File: config.mk
export PLATFORM = sky130hd
export DESIGN_NAME = window_receiver_sequencer
export DESIGN_NICKNAME = d
export VERILOG_FILES = /design/src/hw/rtl/wrs_pkg.sv /design/src/hw/rtl/wrs_cmd_fifo.sv /design/src/hw/rtl/wrs_front.sv /design/src/hw/rtl/wrs_back.sv /design/src/hw/rtl/window_receiver_sequencer.sv
export SDC_FILE = /design/constraint.sdc
export NUM_CORES = 1
export LEC_CHECK = 0
export BUFFER_PORTS_ARGS = -buffer_cell sky130_fd_sc_hd__buf_2
export CAP_MARGIN = 20
export CORE_MARGIN = 4
export CORE_UTILIZATION = 35
export DETAILED_ROUTE_END_ITERATION = 16
export GPL_ROUTABILITY_DRIVEN = 0
export PLACE_DENSITY = 0.61
export SLEW_MARGIN = 20
export SYNTH_ARGS = -nofsm -noshare
export SYNTH_HDL_FRONTEND = slang
export SYNTH_SLANG_ARGS = --single-unit
File: constraint.sdc
create_clock -name i_clk -period 4.8 [get_ports i_clk]
set_input_delay 0 -clock i_clk [delete_from_list [all_inputs] [get_ports i_clk]]
set_output_delay 0 -clock i_clk [all_outputs]
set_load 0.01 [all_outputs]
File: src/hw/rtl/wrs_pkg.sv
// ----------------------------------------------------------------------------
// wrs_pkg: shared types and constants for the window receiver sequencer
// Result kinds, register indexes, field widths and the front-to-back
// command record.
// ----------------------------------------------------------------------------
package wrs_pkg;

    localparam int MAX_SLOTS_DEF  = 8;
    localparam int MAX_SLOTS_LIM  = 64;
    localparam int SLOT_IW        = $clog2(MAX_SLOTS_LIM);
    localparam int QUEUE_DEPTH    = 4;     // power of two, pointers wrap freely

    localparam int SEQ_W          = 16;
    localparam int HANDLE_W       = 16;
    localparam int LEN_W          = 11;
    localparam int WS_W           = 4;
    localparam int CFG_IDX_W      = 1;
    localparam int CFG_DATA_W     = 16;

    localparam logic [CFG_IDX_W-1:0] CFG_WINDOW_SIZE = 1'b0;
    localparam logic [CFG_IDX_W-1:0] CFG_LAST_SEQ    = 1'b1;

    localparam logic [WS_W-1:0]  WS_RESET       = 4'd5;
    localparam logic [SEQ_W-1:0] LAST_SEQ_RESET = 16'd1;
    localparam logic [SEQ_W-1:0] SEQ_ONE        = 16'd1;

    typedef enum logic [1:0] {
        KIND_DELIVER = 2'd0,
        KIND_ACK     = 2'd1,
        KIND_DROP    = 2'd2
    } t_kind;

    // One request worth of work for the back end: an optional slot write,
    // then an optional notice or gap ack, then an optional flush.
    typedef struct packed {
        logic                wr_en;
        logic [SLOT_IW-1:0]  slot;
        logic [HANDLE_W-1:0] handle;
        logic [LEN_W-1:0]    len;
        logic                notice;
        logic                gap;
        logic [SEQ_W-1:0]    gap_ack;
        logic                flush;
        logic [SLOT_IW-1:0]  last_idx;
        logic [SEQ_W-1:0]    flush_ack;
        logic                fin;
    } t_cmd;

endpackage

File: src/hw/rtl/wrs_cmd_fifo.sv
// ----------------------------------------------------------------------------
// wrs_cmd_fifo: command queue between front and back
// Small register FIFO of command records; push and pop may share a cycle.
// ----------------------------------------------------------------------------
module wrs_cmd_fifo import wrs_pkg::*; (
    input  logic i_clk,
    input  logic i_rst_n,
    input  logic i_push,
    input  t_cmd i_cmd,
    output logic o_full,
    input  logic i_pop,
    output t_cmd o_cmd,
    output logic o_empty
);

    localparam int PW   = $clog2(QUEUE_DEPTH);
    localparam int CNTW = $clog2(QUEUE_DEPTH + 1);

    t_cmd            r_mem [QUEUE_DEPTH];
    logic [PW-1:0]   r_wr_ptr;
    logic [PW-1:0]   r_rd_ptr;
    logic [CNTW-1:0] r_count;

    assign o_full  = (r_count == CNTW'(QUEUE_DEPTH));
    assign o_empty = (r_count == '0);
    assign o_cmd   = r_mem[r_rd_ptr];

    always_ff @(posedge i_clk) begin
        if (i_push) begin
            r_mem[r_wr_ptr] <= i_cmd;
        end
    end

    always_ff @(posedge i_clk) begin
        if (!i_rst_n) begin
            r_wr_ptr <= '0;
            r_rd_ptr <= '0;
            r_count  <= '0;
        end else begin
            if (i_push) begin
                r_wr_ptr <= r_wr_ptr + 1'b1;
            end
            if (i_pop) begin
                r_rd_ptr <= r_rd_ptr + 1'b1;
            end
            if (i_push && !i_pop) begin
                r_count <= r_count + 1'b1;
            end else if (!i_push && i_pop) begin
                r_count <= r_count - 1'b1;
            end
        end
    end

endmodule

File: src/hw/rtl/wrs_front.sv
// ----------------------------------------------------------------------------
// wrs_front: packet intake and classification
// Holds the window state (expected, base, slot valid bits, flags), sorts
// each packet and queues one command for every packet that is not dropped.
// ----------------------------------------------------------------------------
module wrs_front import wrs_pkg::*; #(
    parameter int MAX_SLOTS = MAX_SLOTS_DEF
) (
    input  logic                i_clk,
    input  logic                i_rst_n,
    input  logic                i_in_valid,
    output logic                o_in_ready,
    input  logic [SEQ_W-1:0]    i_seq_num,
    input  logic                i_checksum_ok,
    input  logic [HANDLE_W-1:0] i_payload_handle,
    input  logic [LEN_W-1:0]    i_payload_len,
    input  logic [WS_W-1:0]     i_window_size,
    input  logic [SEQ_W-1:0]    i_last_seq,
    output logic                o_push,
    output t_cmd                o_cmd,
    input  logic                i_full
);

    localparam int SW = $clog2(MAX_SLOTS);
    localparam int CW = $clog2(MAX_SLOTS + 1);
    localparam logic [MAX_SLOTS-1:0] BIT0 = MAX_SLOTS'(1);

    typedef enum logic [1:0] {
        F_IDLE,
        F_CLASS,
        F_RUN
    } t_fstate;

    t_fstate               r_state;
    logic [SEQ_W-1:0]      r_expected;
    logic [SEQ_W-1:0]      r_base;
    logic                  r_first_gap;
    logic                  r_done;
    logic [MAX_SLOTS-1:0]  r_valid;

    logic [SEQ_W-1:0]      r_seq;
    logic                  r_ok;
    logic [HANDLE_W-1:0]   r_handle;
    logic [LEN_W-1:0]      r_len;
    logic                  r_notice;
    logic                  r_gap;
    logic [SEQ_W-1:0]      r_gap_ack;
    logic [SW-1:0]         r_slot;

    logic [SEQ_W-1:0]      offset;
    logic [SW-1:0]         off_idx;
    logic                  drop;
    logic                  out_range;
    logic                  in_order;
    logic [MAX_SLOTS-1:0]  v_set;
    logic [CW-1:0]         exp_off;
    logic [CW-1:0]         run_len;
    logic [MAX_SLOTS-1:0]  run_mask;
    logic                  contig;
    logic [SEQ_W-1:0]      highest;
    logic [SEQ_W-1:0]      next_base;
    logic                  fin;
    logic                  flush;

    always_comb begin
        offset    = r_seq - r_base;
        off_idx   = offset[SW-1:0];
        drop      = r_done || !r_ok || (r_seq < r_expected);
        out_range = (offset >= SEQ_W'(MAX_SLOTS));
        in_order  = (r_seq == r_expected);
        v_set     = r_valid | (BIT0 << off_idx);

        // first hole above the new packet: next expected number
        exp_off = CW'(MAX_SLOTS);
        for (int k = MAX_SLOTS - 1; k >= 0; k--) begin
            if (!v_set[k] && (SW'(k) > off_idx)) begin
                exp_off = CW'(k);
            end
        end

        // leading run of valid slots from the base
        run_len = CW'(MAX_SLOTS);
        for (int k = MAX_SLOTS - 1; k >= 0; k--) begin
            if (!r_valid[k]) begin
                run_len = CW'(k);
            end
        end
        for (int k = 0; k < MAX_SLOTS; k++) begin
            run_mask[k] = (CW'(k) < run_len);
        end
        contig    = (r_valid == run_mask);
        next_base = r_base + SEQ_W'(run_len);
        highest   = next_base - SEQ_ONE;
        fin       = (highest == i_last_seq);
        flush     = !r_notice && (run_len != '0) && contig &&
                    ((SEQ_W'(run_len) >= SEQ_W'(i_window_size)) || fin);
    end

    assign o_in_ready = (r_state == F_IDLE);
    assign o_push     = (r_state == F_RUN) && !i_full;

    always_comb begin
        o_cmd           = '0;
        o_cmd.wr_en     = !r_notice;
        o_cmd.slot      = SLOT_IW'(r_slot);
        o_cmd.handle    = r_handle;
        o_cmd.len       = r_len;
        o_cmd.notice    = r_notice;
        o_cmd.gap       = r_gap;
        o_cmd.gap_ack   = r_gap_ack;
        o_cmd.flush     = flush;
        o_cmd.last_idx  = SLOT_IW'(run_len - 1'b1);
        o_cmd.flush_ack = next_base;
        o_cmd.fin       = fin;
    end

    always_ff @(posedge i_clk) begin
        if (!i_rst_n) begin
            r_state     <= F_IDLE;
            r_expected  <= SEQ_ONE;
            r_base      <= SEQ_ONE;
            r_first_gap <= 1'b1;
            r_done      <= 1'b0;
            r_valid     <= '0;
        end else begin
            case (r_state)
                F_IDLE: begin
                    if (i_in_valid) begin
                        r_seq    <= i_seq_num;
                        r_ok     <= i_checksum_ok;
                        r_handle <= i_payload_handle;
                        r_len    <= i_payload_len;
                        r_state  <= F_CLASS;
                    end
                end
                F_CLASS: begin
                    r_slot <= off_idx;
                    // gap ack only on the first out-of-order arrival
                    r_gap  <= !drop && !out_range && !in_order && r_first_gap;
                    if (drop) begin
                        r_state <= F_IDLE;
                    end else if (out_range) begin
                        r_notice <= 1'b1;
                        r_state  <= F_RUN;
                    end else begin
                        r_notice <= 1'b0;
                        r_valid  <= v_set;
                        if (in_order) begin
                            r_first_gap <= 1'b1;
                            r_expected  <= r_base + SEQ_W'(exp_off);
                        end else begin
                            r_gap_ack   <= r_expected;
                            r_first_gap <= 1'b0;
                        end
                        r_state <= F_RUN;
                    end
                end
                F_RUN: begin
                    if (!i_full) begin
                        if (flush) begin
                            r_valid    <= '0;
                            r_base     <= next_base;
                            r_expected <= next_base;
                            r_done     <= fin;
                        end
                        r_state <= F_IDLE;
                    end
                end
                default: begin
                    r_state <= F_IDLE;
                end
            endcase
        end
    end

endmodule

File: src/hw/rtl/wrs_back.sv
// ----------------------------------------------------------------------------
// wrs_back: command execution and result output
// Owns the slot descriptor store, writes slots, emits notices, gap acks,
// in-order deliveries and flush acks through a result register.
// ----------------------------------------------------------------------------
module wrs_back import wrs_pkg::*; #(
    parameter int MAX_SLOTS = MAX_SLOTS_DEF
) (
    input  logic                i_clk,
    input  logic                i_rst_n,
    input  t_cmd                i_cmd,
    input  logic                i_empty,
    output logic                o_pop,
    output logic                o_out_valid,
    input  logic                i_out_ready,
    output logic [1:0]          o_kind,
    output logic [SEQ_W-1:0]    o_ack_num,
    output logic [HANDLE_W-1:0] o_out_handle,
    output logic [LEN_W-1:0]    o_out_len,
    output logic                o_transfer_done,
    output logic                o_last_of_run
);

    localparam int SW = $clog2(MAX_SLOTS);

    typedef enum logic [2:0] {
        B_IDLE,
        B_HEAD,
        B_READ,
        B_DLV,
        B_ACK
    } t_bstate;

    t_bstate             r_state;
    t_cmd                r_cmd;
    logic [SW-1:0]       r_idx;

    logic [HANDLE_W-1:0] r_mem_handle [MAX_SLOTS];
    logic [LEN_W-1:0]    r_mem_len    [MAX_SLOTS];
    logic [HANDLE_W-1:0] r_rd_handle;
    logic [LEN_W-1:0]    r_rd_len;

    logic                r_out_valid;
    t_kind               r_kind;
    logic [SEQ_W-1:0]    r_ack;
    logic [HANDLE_W-1:0] r_handle;
    logic [LEN_W-1:0]    r_len;
    logic                r_done;
    logic                r_last;

    logic                out_free;
    logic                out_load;
    logic                mem_we;

    assign out_free = !r_out_valid || i_out_ready;
    // a result is loaded in any output state once the register is free
    assign out_load = out_free &&
                      ((r_state == B_HEAD) || (r_state == B_DLV) || (r_state == B_ACK));
    assign o_pop    = (r_state == B_IDLE) && !i_empty;
    assign mem_we   = o_pop && i_cmd.wr_en;

    assign o_out_valid     = r_out_valid;
    assign o_kind          = r_kind;
    assign o_ack_num       = r_ack;
    assign o_out_handle    = r_handle;
    assign o_out_len       = r_len;
    assign o_transfer_done = r_done;
    assign o_last_of_run   = r_last;

    always_ff @(posedge i_clk) begin
        if (mem_we) begin
            r_mem_handle[i_cmd.slot[SW-1:0]] <= i_cmd.handle;
            r_mem_len[i_cmd.slot[SW-1:0]]    <= i_cmd.len;
        end
        r_rd_handle <= r_mem_handle[r_idx];
        r_rd_len    <= r_mem_len[r_idx];
    end

    always_ff @(posedge i_clk) begin
        if (!i_rst_n) begin
            r_state     <= B_IDLE;
            r_out_valid <= 1'b0;
            r_idx       <= '0;
        end else begin
            if (out_load) begin
                r_out_valid <= 1'b1;
            end else if (r_out_valid && i_out_ready) begin
                r_out_valid <= 1'b0;
            end
            case (r_state)
                B_IDLE: begin
                    if (!i_empty) begin
                        r_cmd <= i_cmd;
                        r_idx <= '0;
                        if (i_cmd.notice || i_cmd.gap) begin
                            r_state <= B_HEAD;
                        end else if (i_cmd.flush) begin
                            r_state <= B_READ;
                        end
                    end
                end
                B_HEAD: begin
                    if (out_free) begin
                        r_kind      <= r_cmd.notice ? KIND_DROP : KIND_ACK;
                        r_ack       <= r_cmd.notice ? '0 : r_cmd.gap_ack;
                        r_handle    <= '0;
                        r_len       <= '0;
                        r_done      <= 1'b0;
                        r_last      <= !r_cmd.flush;
                        r_state     <= r_cmd.flush ? B_READ : B_IDLE;
                    end
                end
                B_READ: begin
                    // store read of r_idx lands in r_rd_* at this edge
                    r_state <= B_DLV;
                end
                B_DLV: begin
                    if (out_free) begin
                        r_kind      <= KIND_DELIVER;
                        r_ack       <= '0;
                        r_handle    <= r_rd_handle;
                        r_len       <= r_rd_len;
                        r_done      <= 1'b0;
                        r_last      <= 1'b0;
                        if (r_idx == r_cmd.last_idx[SW-1:0]) begin
                            r_state <= B_ACK;
                        end else begin
                            r_idx   <= r_idx + 1'b1;
                            r_state <= B_READ;
                        end
                    end
                end
                B_ACK: begin
                    if (out_free) begin
                        r_kind      <= KIND_ACK;
                        r_ack       <= r_cmd.flush_ack;
                        r_handle    <= '0;
                        r_len       <= '0;
                        r_done      <= r_cmd.fin;
                        r_last      <= 1'b1;
                        r_state     <= B_IDLE;
                    end
                end
                default: begin
                    r_state <= B_IDLE;
                end
            endcase
        end
    end

endmodule

File: src/hw/rtl/window_receiver_sequencer.sv
// ----------------------------------------------------------------------------
// window_receiver_sequencer: windowed ARQ receive sequencer
// Drops bad, stale and out-of-range packets, buffers the rest by offset from the
// group base, sends gap acks and flushes contiguous runs in order with an ack.
// ----------------------------------------------------------------------------
//  channel   dir  handshake                 payload
//  in        in   i_in_valid / o_in_ready   seq_num, checksum_ok, payload_handle,
//                                           payload_len
//  out       out  o_out_valid / i_out_ready kind, ack_num, out_handle, out_len,
//                                           transfer_done, last_of_run
//  cfg       in   i_cfg_we                  i_cfg_idx, i_cfg_data
//
//  Front end steps through capture, classify and evaluate/queue for each
//  queued packet, and returns to idle after classify for a dropped one.
//  Back end: pops a command, then sends a notice or gap ack if any, a
//  slot store read then an output for each delivered descriptor, and a
//  flush ack; each delivery waits on the registered store read.
//  Synchronous active-low reset; no clearing pass, slot valid bits reset.
//  A 4-deep command queue lets the front keep taking packets while the back
//  waits on a stalled output.
// ----------------------------------------------------------------------------
module window_receiver_sequencer import wrs_pkg::*; #(
    parameter int MAX_SLOTS = MAX_SLOTS_DEF
) (
    input  logic                  i_clk,
    input  logic                  i_rst_n,
    input  logic                  i_in_valid,
    output logic                  o_in_ready,
    input  logic [SEQ_W-1:0]      i_seq_num,
    input  logic                  i_checksum_ok,
    input  logic [HANDLE_W-1:0]   i_payload_handle,
    input  logic [LEN_W-1:0]      i_payload_len,
    output logic                  o_out_valid,
    input  logic                  i_out_ready,
    output logic [1:0]            o_kind,
    output logic [SEQ_W-1:0]      o_ack_num,
    output logic [HANDLE_W-1:0]   o_out_handle,
    output logic [LEN_W-1:0]      o_out_len,
    output logic                  o_transfer_done,
    output logic                  o_last_of_run,
    input  logic                  i_cfg_we,
    input  logic [CFG_IDX_W-1:0]  i_cfg_idx,
    input  logic [CFG_DATA_W-1:0] i_cfg_data
);

    logic [WS_W-1:0]  r_window_size;
    logic [SEQ_W-1:0] r_last_seq;

    logic q_push;
    logic q_pop;
    logic q_full;
    logic q_empty;
    t_cmd q_in;
    t_cmd q_out;

    always_ff @(posedge i_clk) begin
        if (!i_rst_n) begin
            r_window_size <= WS_RESET;
            r_last_seq    <= LAST_SEQ_RESET;
        end else if (i_cfg_we) begin
            case (i_cfg_idx)
                CFG_WINDOW_SIZE: r_window_size <= i_cfg_data[WS_W-1:0];
                CFG_LAST_SEQ:    r_last_seq    <= i_cfg_data[SEQ_W-1:0];
                default: begin
                end
            endcase
        end
    end

    wrs_front #(
        .MAX_SLOTS(MAX_SLOTS)
    ) u_front (
        .i_clk           (i_clk),
        .i_rst_n         (i_rst_n),
        .i_in_valid      (i_in_valid),
        .o_in_ready      (o_in_ready),
        .i_seq_num       (i_seq_num),
        .i_checksum_ok   (i_checksum_ok),
        .i_payload_handle(i_payload_handle),
        .i_payload_len   (i_payload_len),
        .i_window_size   (r_window_size),
        .i_last_seq      (r_last_seq),
        .o_push          (q_push),
        .o_cmd           (q_in),
        .i_full          (q_full)
    );

    wrs_cmd_fifo u_queue (
        .i_clk  (i_clk),
        .i_rst_n(i_rst_n),
        .i_push (q_push),
        .i_cmd  (q_in),
        .o_full (q_full),
        .i_pop  (q_pop),
        .o_cmd  (q_out),
        .o_empty(q_empty)
    );

    wrs_back #(
        .MAX_SLOTS(MAX_SLOTS)
    ) u_back (
        .i_clk          (i_clk),
        .i_rst_n        (i_rst_n),
        .i_cmd          (q_out),
        .i_empty        (q_empty),
        .o_pop          (q_pop),
        .o_out_valid    (o_out_valid),
        .i_out_ready    (i_out_ready),
        .o_kind         (o_kind),
        .o_ack_num      (o_ack_num),
        .o_out_handle   (o_out_handle),
        .o_out_len      (o_out_len),
        .o_transfer_done(o_transfer_done),
        .o_last_of_run  (o_last_of_run)
    );

`ifndef SYNTH
    // done only ever rides on the closing flush ack
    a_done_on_ack: assert property (@(posedge i_clk) disable iff (!i_rst_n)
        (o_out_valid && o_transfer_done) |-> (o_kind == KIND_ACK) && o_last_of_run)
        else $error("transfer_done outside a closing ack");

    // a flush always ends with its ack, so a delivery never closes a request
    a_dlv_not_last: assert property (@(posedge i_clk) disable iff (!i_rst_n)
        (o_out_valid && (o_kind == KIND_DELIVER)) |-> !o_last_of_run)
        else $error("delivery marked last of run");

    a_drop_alone: assert property (@(posedge i_clk) disable iff (!i_rst_n)
        (o_out_valid && (o_kind == KIND_DROP)) |-> o_last_of_run && (o_ack_num == '0))
        else $error("drop notice not a lone result");
`endif

endmodule

==> impl_metrics.tcl, run 1 <==
set metrics [dict create \
    async_flop_share 0 \
    num-nets-final 2232 \
    maxCapViolations 0 \
    crit_fanout 7 \
    seqPwrFrac 0.498 \
    worstHoldEndpoint "u_front.r_len[6]" \
    synth-warning-count 0 \
    required_ps 5300 \
    overflow 0 \
    swShare 0.241 \
    hpwlAfterDp_um 42400 \
    drive_gt1_frac 0.262 \
    synth_cell_types 79 \
    numCtsBuffers 79 \
    post-route-min-period_ps 4640 \
    nFillCells 7602 \
    path_class "reg2reg" \
    switching_power_uw 3860 \
    syn_avg_cell_area_um2 16.7 \
    status "finished clean" \
    reg2reg_depth 18 \
    synth_compound_area_frac 0.0512 \
    synth_xor_area_frac 0.0212 \
    syn_nets 1953 \
    ctsHtreeMaxLevel 3 \
    dpl-instance-area_um2 32800 \
    synthAdderAreaFrac 0.0257 \
    port_buffers 114 \
    p_per_area_nw_per_um2 438 \
    ios 115 \
    endpoint_kind "flip-flop" \
    yosys-mux-area-fraction 0.111 \
    grt_first_pass_wirelength_um 103000 \
    synth_top_family_by_area "multiplexers" \
    vias 16797 \
    p_total_uw 16000 \
    p_comb_frac 0.113 \
    synth-seq-cells 753 \
    crit-reg2reg-launch "u_front.r_valid[1]" \
    grt_max_degree 58 \
    core_area_um2 85700 \
    dr.pass1.iters 5 \
    max_freq_mhz 215 \
    clock_path_buffers 3 \
    seq_area_um2 21600 \
    worstMarginPinSlew_ps 1030 \
    min_from "i_payload_len[6]" \
    arrival_ps 5140 \
    irDropWorstVdd_mv 0.320 \
    path_clk_slew_ps 60 \
    r2r_slack_ps 160 \
    synth_flop_cell "edfxtp_1" \
    setup_viol 0 \
    clkPwrFrac 0.390 \
    min_path_cells 2 \
    maxSlewHeadroom 0.310 \
    antenna_found_initial 1 \
    initialDrtViolationCount 1295 \
    synth_cells 1827 \
    yosysSeqAreaShare 0.708 \
    drc 0 \
    totalWireLength_um 67400 \
    tns_ps 0 \
    die_h_um 303 \
    clk_latency_ps 640 \
    root_buffer "clkbuf_16" \
    die-area_um2 91700 \
    wl_per_cell_um 20.3 \
    p_int_uw 12200 \
    synth_simple_gate_area_frac 0.0648 \
    finalCritPeriodShare 0.968 \
    design_area_um2 36600 \
    final_util 0.427 \
    final.setup_skew_ps 28.0 \
    cts_tree "done" \
    synth_area_um2 30400 \
    cts_num_sinks 753 \
    rows 107 \
    multi_input_area_um2 8650 \
    postRouteAntennaNets 0 \
    slew_viol_final 0 \
    area_delta_synth_final_pct 20.2 \
    grt_pass1_vias 17450 \
    worstSetupStartpointType "flip-flop" \
    via_per_inst 5.06 \
    r2r-end "u_front.r_base[0]" \
    hp-class "in2reg" \
    synth_edf_count 646 \
    p_leak_uw 0.0122 \
    die_w_um 303 \
    grtUsageTotal 0.147 \
    start_util 0.355 \
    hold_viol 0 \
]
cell families (layout without fill, tap and decap cells):
logic type / Yosys count / in the layout
compound gates: 225 / 225
xor+xnor: 68 / 68
fa+ha+maj: 60 / 60
buf+inv: 146 / 492
flops: 753 / 753
mux: 179 / 179
other cells: 0 / 1
simple gates: 396 / 396
Yosys cell counts, types with 7 or more instances:
cell / n / area share
nand2_1: 126 / 0.016
a21o_1: 16 / 0.0039
clkbuf_1: 52 / 0.0064
mux4_2: 123 / 0.091
and3_1: 9 / 0.0018
edfxtp_1: 646 / 0.64
a21oi_1: 61 / 0.010
ha_1: 56 / 0.023
a22o_1: 17 / 0.0049
inv_1: 65 / 0.0080
dfxtp_1: 107 / 0.070
a31oi_1: 13 / 0.0027
nand4_1: 12 / 0.0025
and2_1: 10 / 0.0021
nand3_1: 20 / 0.0033
buf_1: 16 / 0.0020
o211ai_1: 8 / 0.0020
mux2_2: 29 / 0.011
xnor2_1: 46 / 0.013
nor2_1: 80 / 0.0099
nor4_1: 13 / 0.0027
xor2_1: 18 / 0.0052
nor2b_1: 41 / 0.0084
buf_2: 7 / 0.0012
a211oi_1: 10 / 0.0025
o21a_1: 9 / 0.0022
mux2i_1: 27 / 0.0089
nand2b_1: 12 / 0.0025
or2_2: 7 / 0.0014
o21ai_0: 34 / 0.0056
nor3_1: 35 / 0.0058
critical path, cell delays in order (launching register included):
cell and delay (ps):
dfxtp_1 510, nand4_1 260, nor2_1 230, ha_2 390, or2_1 310, a2111oi_4 410, o22ai_2 160, buf_6 160
nor4_4 230, buf_4 180, a21oi_1 60, nand3b_1 200, or3_4 360, o21a_4 230, buf_8 150, nor3_4 250
buf_6 160, mux2i_1 190, nand2_1 70
sequential cells by signal, summed over array words and instances, names as in the netlist, 4 cells and up, named ones only:
signal and count:
u_front.r_valid 8, u_back.o_out_handle 16, u_back.r_rd_handle 16, u_back.o_out_len 11, u_front.r_handle 16, r_last_seq 16, u_front.r_len 11, u_front.r_base 16
u_queue.r_mem 280, u_front.r_gap_ack 16, u_back.r_rd_len 11, r_window_size 4, u_front.r_expected 16, u_back.o_ack_num 16, u_back.r_mem_handle 128, u_back.r_cmd 38
u_back.r_mem_len 88, u_front.r_seq 16
through the flow:
| stage | cells | hold slack [ps] | setup slack [ps] |
|---|---|---|---|
| floorplan | 1827 | 98.9 | 27.1 |
| global placement | 3089 | 180 | -48.4 |
| detailed placement | 3089 | 179 | -175 |
| CTS | 3305 | 44.5 | 20.9 |
| global route | 3317 | 51.4 | -48.0 |
| finish | 3318 | 79.2 | 156 |
layer usage:
metal  share of wire  vias up  global-route usage
met1            0.43     8550               0.199
met2            0.49      486               0.249
met5               0        -                   0
met3           0.051      113              0.0242
met4           0.021        0              0.0356
li1                -     7648                   -
power groups by stage:
| stage | Combinational (uW) | Sequential, uW | Clock [uW] |
|---|---|---|---|
| after floorplan | 1280 | 7980 | 0 |
| after global routing | 1980 | 8030 | 6670 |
| after global placement | 1730 | 8110 | 0 |
| after detailed placement | 1780 | 8130 | 0 |
| final | 1810 | 7980 | 6240 |
| after CTS | 1830 | 7990 | 6380 |
cells in the final DEF (no fill, tap or decap), drive strengths merged, types with 19 or more instances in the layout:
| master | n |
|---|---|
| a21oi | 61 |
| buf | 207 |
| clkbuf | 103 |
| clkinv | 36 |
| dfxtp | 107 |
| dlygate4sd3 | 68 |
| edfxtp | 646 |
| ha | 56 |
| inv | 68 |
| mux2 | 29 |
| mux2i | 27 |
| mux4 | 123 |
| nand2 | 127 |
| nand3 | 20 |
| nor2 | 81 |
| nor2b | 41 |
| nor3 | 38 |
| o21ai | 37 |
| xnor2 | 46 |
| xor2 | 19 |
worst max-delay path by stage:
stage | from | to | cells past startpoint
after floorplan | u_front.r_valid[6] | u_front.r_base[0] | 25
final | u_front.r_valid[1] | u_front.r_base[0] | 18
after detailed placement | u_front.r_valid[6] | u_front.r_expected[9] | 24
after CTS | u_front.r_valid[2] | u_front.r_valid[5] | 18
after global routing | u_front.r_valid[5] | u_front.r_base[0] | 26
after global placement | u_front.r_valid[6] | u_front.r_expected[8] | 24
layout make-up:
| cell class | count | share of cell area |
|---|---|---|
| inverters | 69 | 0.00708 |
| clock inverters | 45 | 0.0148 |
| flip-flops and latches | 753 | 0.590 |
| clock buffers | 103 | 0.0588 |
| multi-input cells | 928 | 0.236 |
| repair buffers | 275 | 0.0542 |
| diodes | 1 | 0.0000684 |
| well taps | 1144 | 0.0391 |
timing repair:
action	4_1_cts	5_1_grt
hold buffers	68	0
endpoints found under the hold margin	76	0
endpoints found under the setup margin	24	49
pin swaps	0	17
buffers inserted	0	11
gates cloned	0	1
resized for setup	6	48
No activity file was read; power rests on OpenSTA's default activity.
==> run 2, diff against run 1 <==
Settings changed: ABC_AREA set to 1, CORE_MARGIN 4 to not set.
==> impl_metrics.tcl, run 2 <==
set metrics [dict create \
    synth_most_common_cell "edfxtp_1" \
    layout_common_cells "646 x edfxtp_1, 455 x nor2_1, 298 x o21ai_0, 274 x nand2_1, 198 x inv_1" \
    reg2reg_depth 27 \
    synth-warning-count 0 \
    synth_cells 2659 \
    finalCritPeriodShare 0.899 \
    setup_viol 0 \
    start_util 0.354 \
    dpl_worst_slack_ps 196 \
    dpl-instance-area_um2 32900 \
    die_w_um 299 \
    top_register "u_queue.r_mem" \
    async_flop_share 0 \
    highest_layer "met4" \
    hp-class "in2reg" \
    wl_met2_um 33700 \
    synth_cell_types 46 \
    hold_viol 0 \
    post-route-min-period_ps 4320 \
    cp_slowest_cell "fa_1" \
    antenna_found_initial 0 \
    ios 115 \
    synth_top_area_frac 0.629 \
    slew_viol_final 0 \
    wl_met3_um 3910 \
    rows 108 \
    wl_met1_um 32600 \
    crit_fanout 7 \
    die_h_um 299 \
    cts_tree "done" \
    postRouteAntennaNets 0 \
    seq_area_um2 21600 \
    yosysSeqAreaShare 0.699 \
    tns_ps 0 \
    maxCapViolations 0 \
    max_freq_mhz 232 \
    crit-reg2reg-launch "u_front.r_base[1]" \
    ys_top_cells_by_area "edfxtp_1 63%, dfxtp_1 7.0%, nor2_1 5.7%" \
    drc 0 \
    required_ps 5320 \
    yosysTopAreaCell "edfxtp_1" \
    path_clk_slew_ps 60 \
    totalWireLength_um 71800 \
    core_area_um2 87000 \
    synth_edf_count 646 \
    cp_top_family "simple AND/OR/NAND/NOR gates" \
    hpwlAfterDp_um 44500 \
    r2r-end "u_front.r_expected[13]" \
    post_cts_buffers 0 \
    mostFrequentLayoutCell "edfxtp_1" \
    final_util 0.417 \
    path_class "reg2reg" \
    clock_path_buffers 3 \
    via_per_inst 4.92 \
    grt_first_pass_wirelength_um 111000 \
    die-area_um2 89200 \
    wl_per_cell_um 17.6 \
    p_leak_uw 0.0132 \
    final.setup_skew_ps 45.2 \
    synth_commonest_cells "646 x edfxtp_1, 470 x nor2_1, 299 x o21ai_0" \
    r2r_slack_ps 480 \
    syn_avg_cell_area_um2 11.6 \
    vias 20013 \
    p_per_area_nw_per_um2 480 \
    crit_buf_inv 6 \
    grt_pass1_vias 19202 \
    clk_latency_ps 640 \
    area_delta_synth_final_pct 17.7 \
    grt_setup_unrepaired "no" \
    cp_common_cell "nor2_1" \
    status "finished clean" \
    synth_flop_cell "edfxtp_1" \
    worstSetupStartpointType "flip-flop" \
    grtUsageTotal 0.161 \
    setup_slack_ps 483 \
    fin_hold_ws_ps 48.3 \
    grt_max_degree 80 \
    synth_area_um2 30800 \
    cts_num_sinks 753 \
    path_depth 27 \
    num-nets-final 2974 \
    multi_input_area_um2 8130 \
    worstMarginPinSlew_ps 1030 \
    largest_register_ffs 280 \
    drive_gt1_frac 0.120 \
    port_buffers 114 \
    initialDrtViolationCount 1525 \
    startpoint "u_front.r_base[1]" \
    endpoint "u_front.r_expected[13]" \
    numCtsBuffers 80 \
    maxSlewHeadroom 0.315 \
    n_antenna_cell 0 \
    endpoint_kind "flip-flop" \
    irDropWorstVdd_mv 0.248 \
    ctsHtreeMaxLevel 3 \
    max_stage_delay_ps 500 \
    root_buffer "clkbuf_16" \
    dr.pass1.iters 6 \
    overflow 0 \
    synth-seq-cells 753 \
    design_area_um2 36300 \
    syn_nets 2785 \
    arrival_ps 4830 \
    nFillCells 8102 \
]
==> run 2: logic make-up (layout without fill, tap and decap cells) <==
kind of cell,after synthesis,count (layout),synth area share
DFF,753,753,0.699
xor gates and xnor gates,34,34,0.00966
and+or+nand+nor,912,913,0.122
buffers and inverters,332,587,0.0417
AOI/OAI and AO/OA,568,568,0.102
adders and majority gates,60,60,0.0253
==> run 2: timing repair <==
action | in CTS | in global routing
endpoints found under the hold margin | 90 | 0
hold buffers | 66 | 0
endpoints found under the setup margin | 0 | 35
gates resized for setup | 0 | 13
==> run 2: worst min-delay path by stage <==
| stage | from | endpoint | cells after the start |
|---|---|---|---|
| finish | i_rst_n | u_back.o_out_valid | 4 |
| CTS | i_rst_n | u_back.r_state[2] | 3 |
| floorplan | i_payload_handle[0] | u_front.r_handle[0] | 0 |
| global placement | i_seq_num[11] | u_front.r_seq[11] | 1 |
| global route | i_rst_n | u_queue.r_count[0] | 3 |
| detailed placement | i_seq_num[6] | u_front.r_seq[6] | 1 |
==> run 2: worst reg2reg max path: cells and delay by family, from the launching register on <==
kind,cells,cell delay (ps)
XOR/XNOR,1,170
buffers and inverters,6,580
flip-flops,1,420
AO/OA/AOI/OAI,5,750
adder cells (fa/ha/maj),2,780
AND/OR/NAND/NOR,13,1560
==> run 2: report_power, final <==
group / switching [uW] / internal (uW) / leakage [uW]
clock network: 2540 / 3590 / 0.00131
registers: 309 / 8160 / 0.00677
logic: 1980 / 844 / 0.00508
==> run 2: area by class of cell <==
cell class	count	area share
inverters	213	0.0221
clock inverters	50	0.0145
repair buffers	225	0.0464
multi-input cells	1575	0.224
flip-flops and latches	753	0.594
well taps	1155	0.0398
clock buffers	99	0.0591
==> run 2: through the flow <==
| step | instances | power (uW) |
|---|---|---|
| 6_report | 4070 | 17400 |
| 2_1_floorplan | 2659 | 10400 |
| 3_3_place_gp | 3854 | 11400 |
| 5_1_grt | 4070 | 18200 |
| 4_1_cts | 4069 | 17600 |
| 3_5_place_dp | 3854 | 11400 |
==> run 2: metal layers <==
metal / global-route usage / up-vias
met5: 0 / -
met4: 0.0430 / 0
met3: 0.0244 / 109
met2: 0.265 / 561
met1: 0.221 / 9549
li1: - / 9794
==> run 3, diff against run 2 <==
Settings changed: CORE_MARGIN set to 4, CTS_CLUSTER_SIZE set to 30.
==> impl_metrics.tcl, run 3 (synthesis results as in run 2) <==
set metrics [dict create \
    arrival_ps 4870 \
    numCtsBuffers 80 \
    ios 115 \
    final_cells 4076 \
    status "finished clean" \
    layout_common_cells "646 x edfxtp_1, 453 x nor2_1, 297 x o21ai_0, 274 x nand2_1, 198 x inv_1" \
    grtUsageTotal 0.155 \
    worstHoldEndpoint "u_front.r_handle[9]" \
    wl_per_cell_um 18.0 \
    postRouteAntennaNets 0 \
    path_class "reg2reg" \
    p_per_area_nw_per_um2 483 \
    crit_buf_inv 5 \
    mostFrequentLayoutCell "edfxtp_1" \
    hold_viol 0 \
    min_from "i_payload_handle[9]" \
    post_cts_buffers 0 \
    final_util 0.417 \
    largest_register_ffs 280 \
    hp-class "in2reg" \
    totalWireLength_um 73300 \
    crit-reg2reg-launch "u_front.r_base[1]" \
    r2r-end "u_front.r_expected[10]" \
    min_path_cells 2 \
    dr.pass1.iters 6 \
    initialDrtViolationCount 1668 \
    irDropWorstVdd_mv 0.368 \
    clock_path_buffers 3 \
    port_buffers 114 \
    top_register "u_queue.r_mem" \
    antenna_found_initial 0 \
    n_antenna_cell 0 \
    post-route-min-period_ps 4320 \
    endpoint_kind "flip-flop" \
    cts_tree "done" \
    worstSetupStartpointType "flip-flop" \
    r2r_slack_ps 480 \
    start_util 0.354 \
    tns_ps 0 \
    cp_common_cell "nand2_1" \
    nFillCells 8150 \
    root_buffer "clkbuf_16" \
    vias 20161 \
    reg2reg_depth 25 \
    area_delta_synth_final_pct 17.8 \
    required_ps 5350 \
    grt_pass1_vias 19302 \
    max_freq_mhz 232 \
    maxSlewHeadroom 0.386 \
    cts_num_sinks 753 \
    dpl-instance-area_um2 32800 \
    finalCritPeriodShare 0.900 \
    die-area_um2 92900 \
    dpl_worst_slack_ps 166 \
    crit_fanout 5 \
    cp_slowest_cell "fa_1" \
    setup_slack_ps 481 \
    ctsHtreeMaxLevel 3 \
    drc 0 \
    p_leak_uw 0.0132 \
    core_area_um2 87000 \
    overflow 0 \
    via_per_inst 4.95 \
    rows 108 \
    num-nets-final 2979 \
    setup_viol 0 \
    grt_max_degree 83 \
    design_area_um2 36300 \
    die_h_um 305 \
    post-place-cells 3853 \
    final.setup_skew_ps 70.3 \
    grt_setup_unrepaired "no" \
    path_clk_slew_ps 60 \
    grt_first_pass_wirelength_um 113000 \
    path_depth 25 \
    die_w_um 305 \
    clk_latency_ps 670 \
    cp_top_family "adder cells" \
    worstMarginPinSlew_ps 918 \
    maxCapViolations 0 \
    drive_gt1_frac 0.122 \
    slew_viol_final 0 \
    hpwlAfterDp_um 45300 \
    max_stage_delay_ps 740 \
]
-- run 3: through the flow --
stage / hold slack (ps) / total power (uW)
floorplan: 98.9 / 10400
global placement: 177 / 11400
detailed placement: 178 / 11400
CTS: 23.4 / 17700
global route: 29.0 / 18400
finish: 50.7 / 17500
-- run 3: worst max path at each step --
stage,from,end,slack [ps]
floorplan,u_front.r_state[0],u_queue.r_mem[0][0],220
detailed placement,u_front.r_valid[4],u_front.r_base[4],170
global route,u_front.r_seq[0],u_front.r_expected[12],20
global placement,u_front.r_valid[4],u_front.r_base[4],240
finish,u_front.r_base[1],u_front.r_expected[10],480
CTS,u_front.r_valid[4],u_front.r_base[4],130
-- run 3: metal layers --
layer,global-route usage,vias up,part of all wire
li1,-,9793,-
met3,0.0277,113,0.059
met2,0.254,616,0.47
met5,0,-,0
met1,0.215,9639,0.45
met4,0.0395,0,0.021
-- run 3: cell type report --
cell class / count / area (um^2) / share of cell area
multi-input combinational: 1575 / 8120 / 0.224
clock buffer: 106 / 2200 / 0.0606
clock inverter: 44 / 519 / 0.0143
tap: 1155 / 1450 / 0.0398
timing repair buffer: 230 / 1650 / 0.0455
sequential: 753 / 21600 / 0.594
inverter: 213 / 802 / 0.0221
-- run 3: timing repair --
action | CTS | global route
endpoints found under the hold margin | 85 | 0
resized for setup | 0 | 13
endpoints found under the setup margin | 0 | 34
hold buffers | 71 | 0
-- run 3: power by group --
part           total (uW)  switching (uW)  internal (uW)
logic                2850            2000            847
clock network        6220            2660           3570
registers            8450             299           8150
total               17500            4950          12600
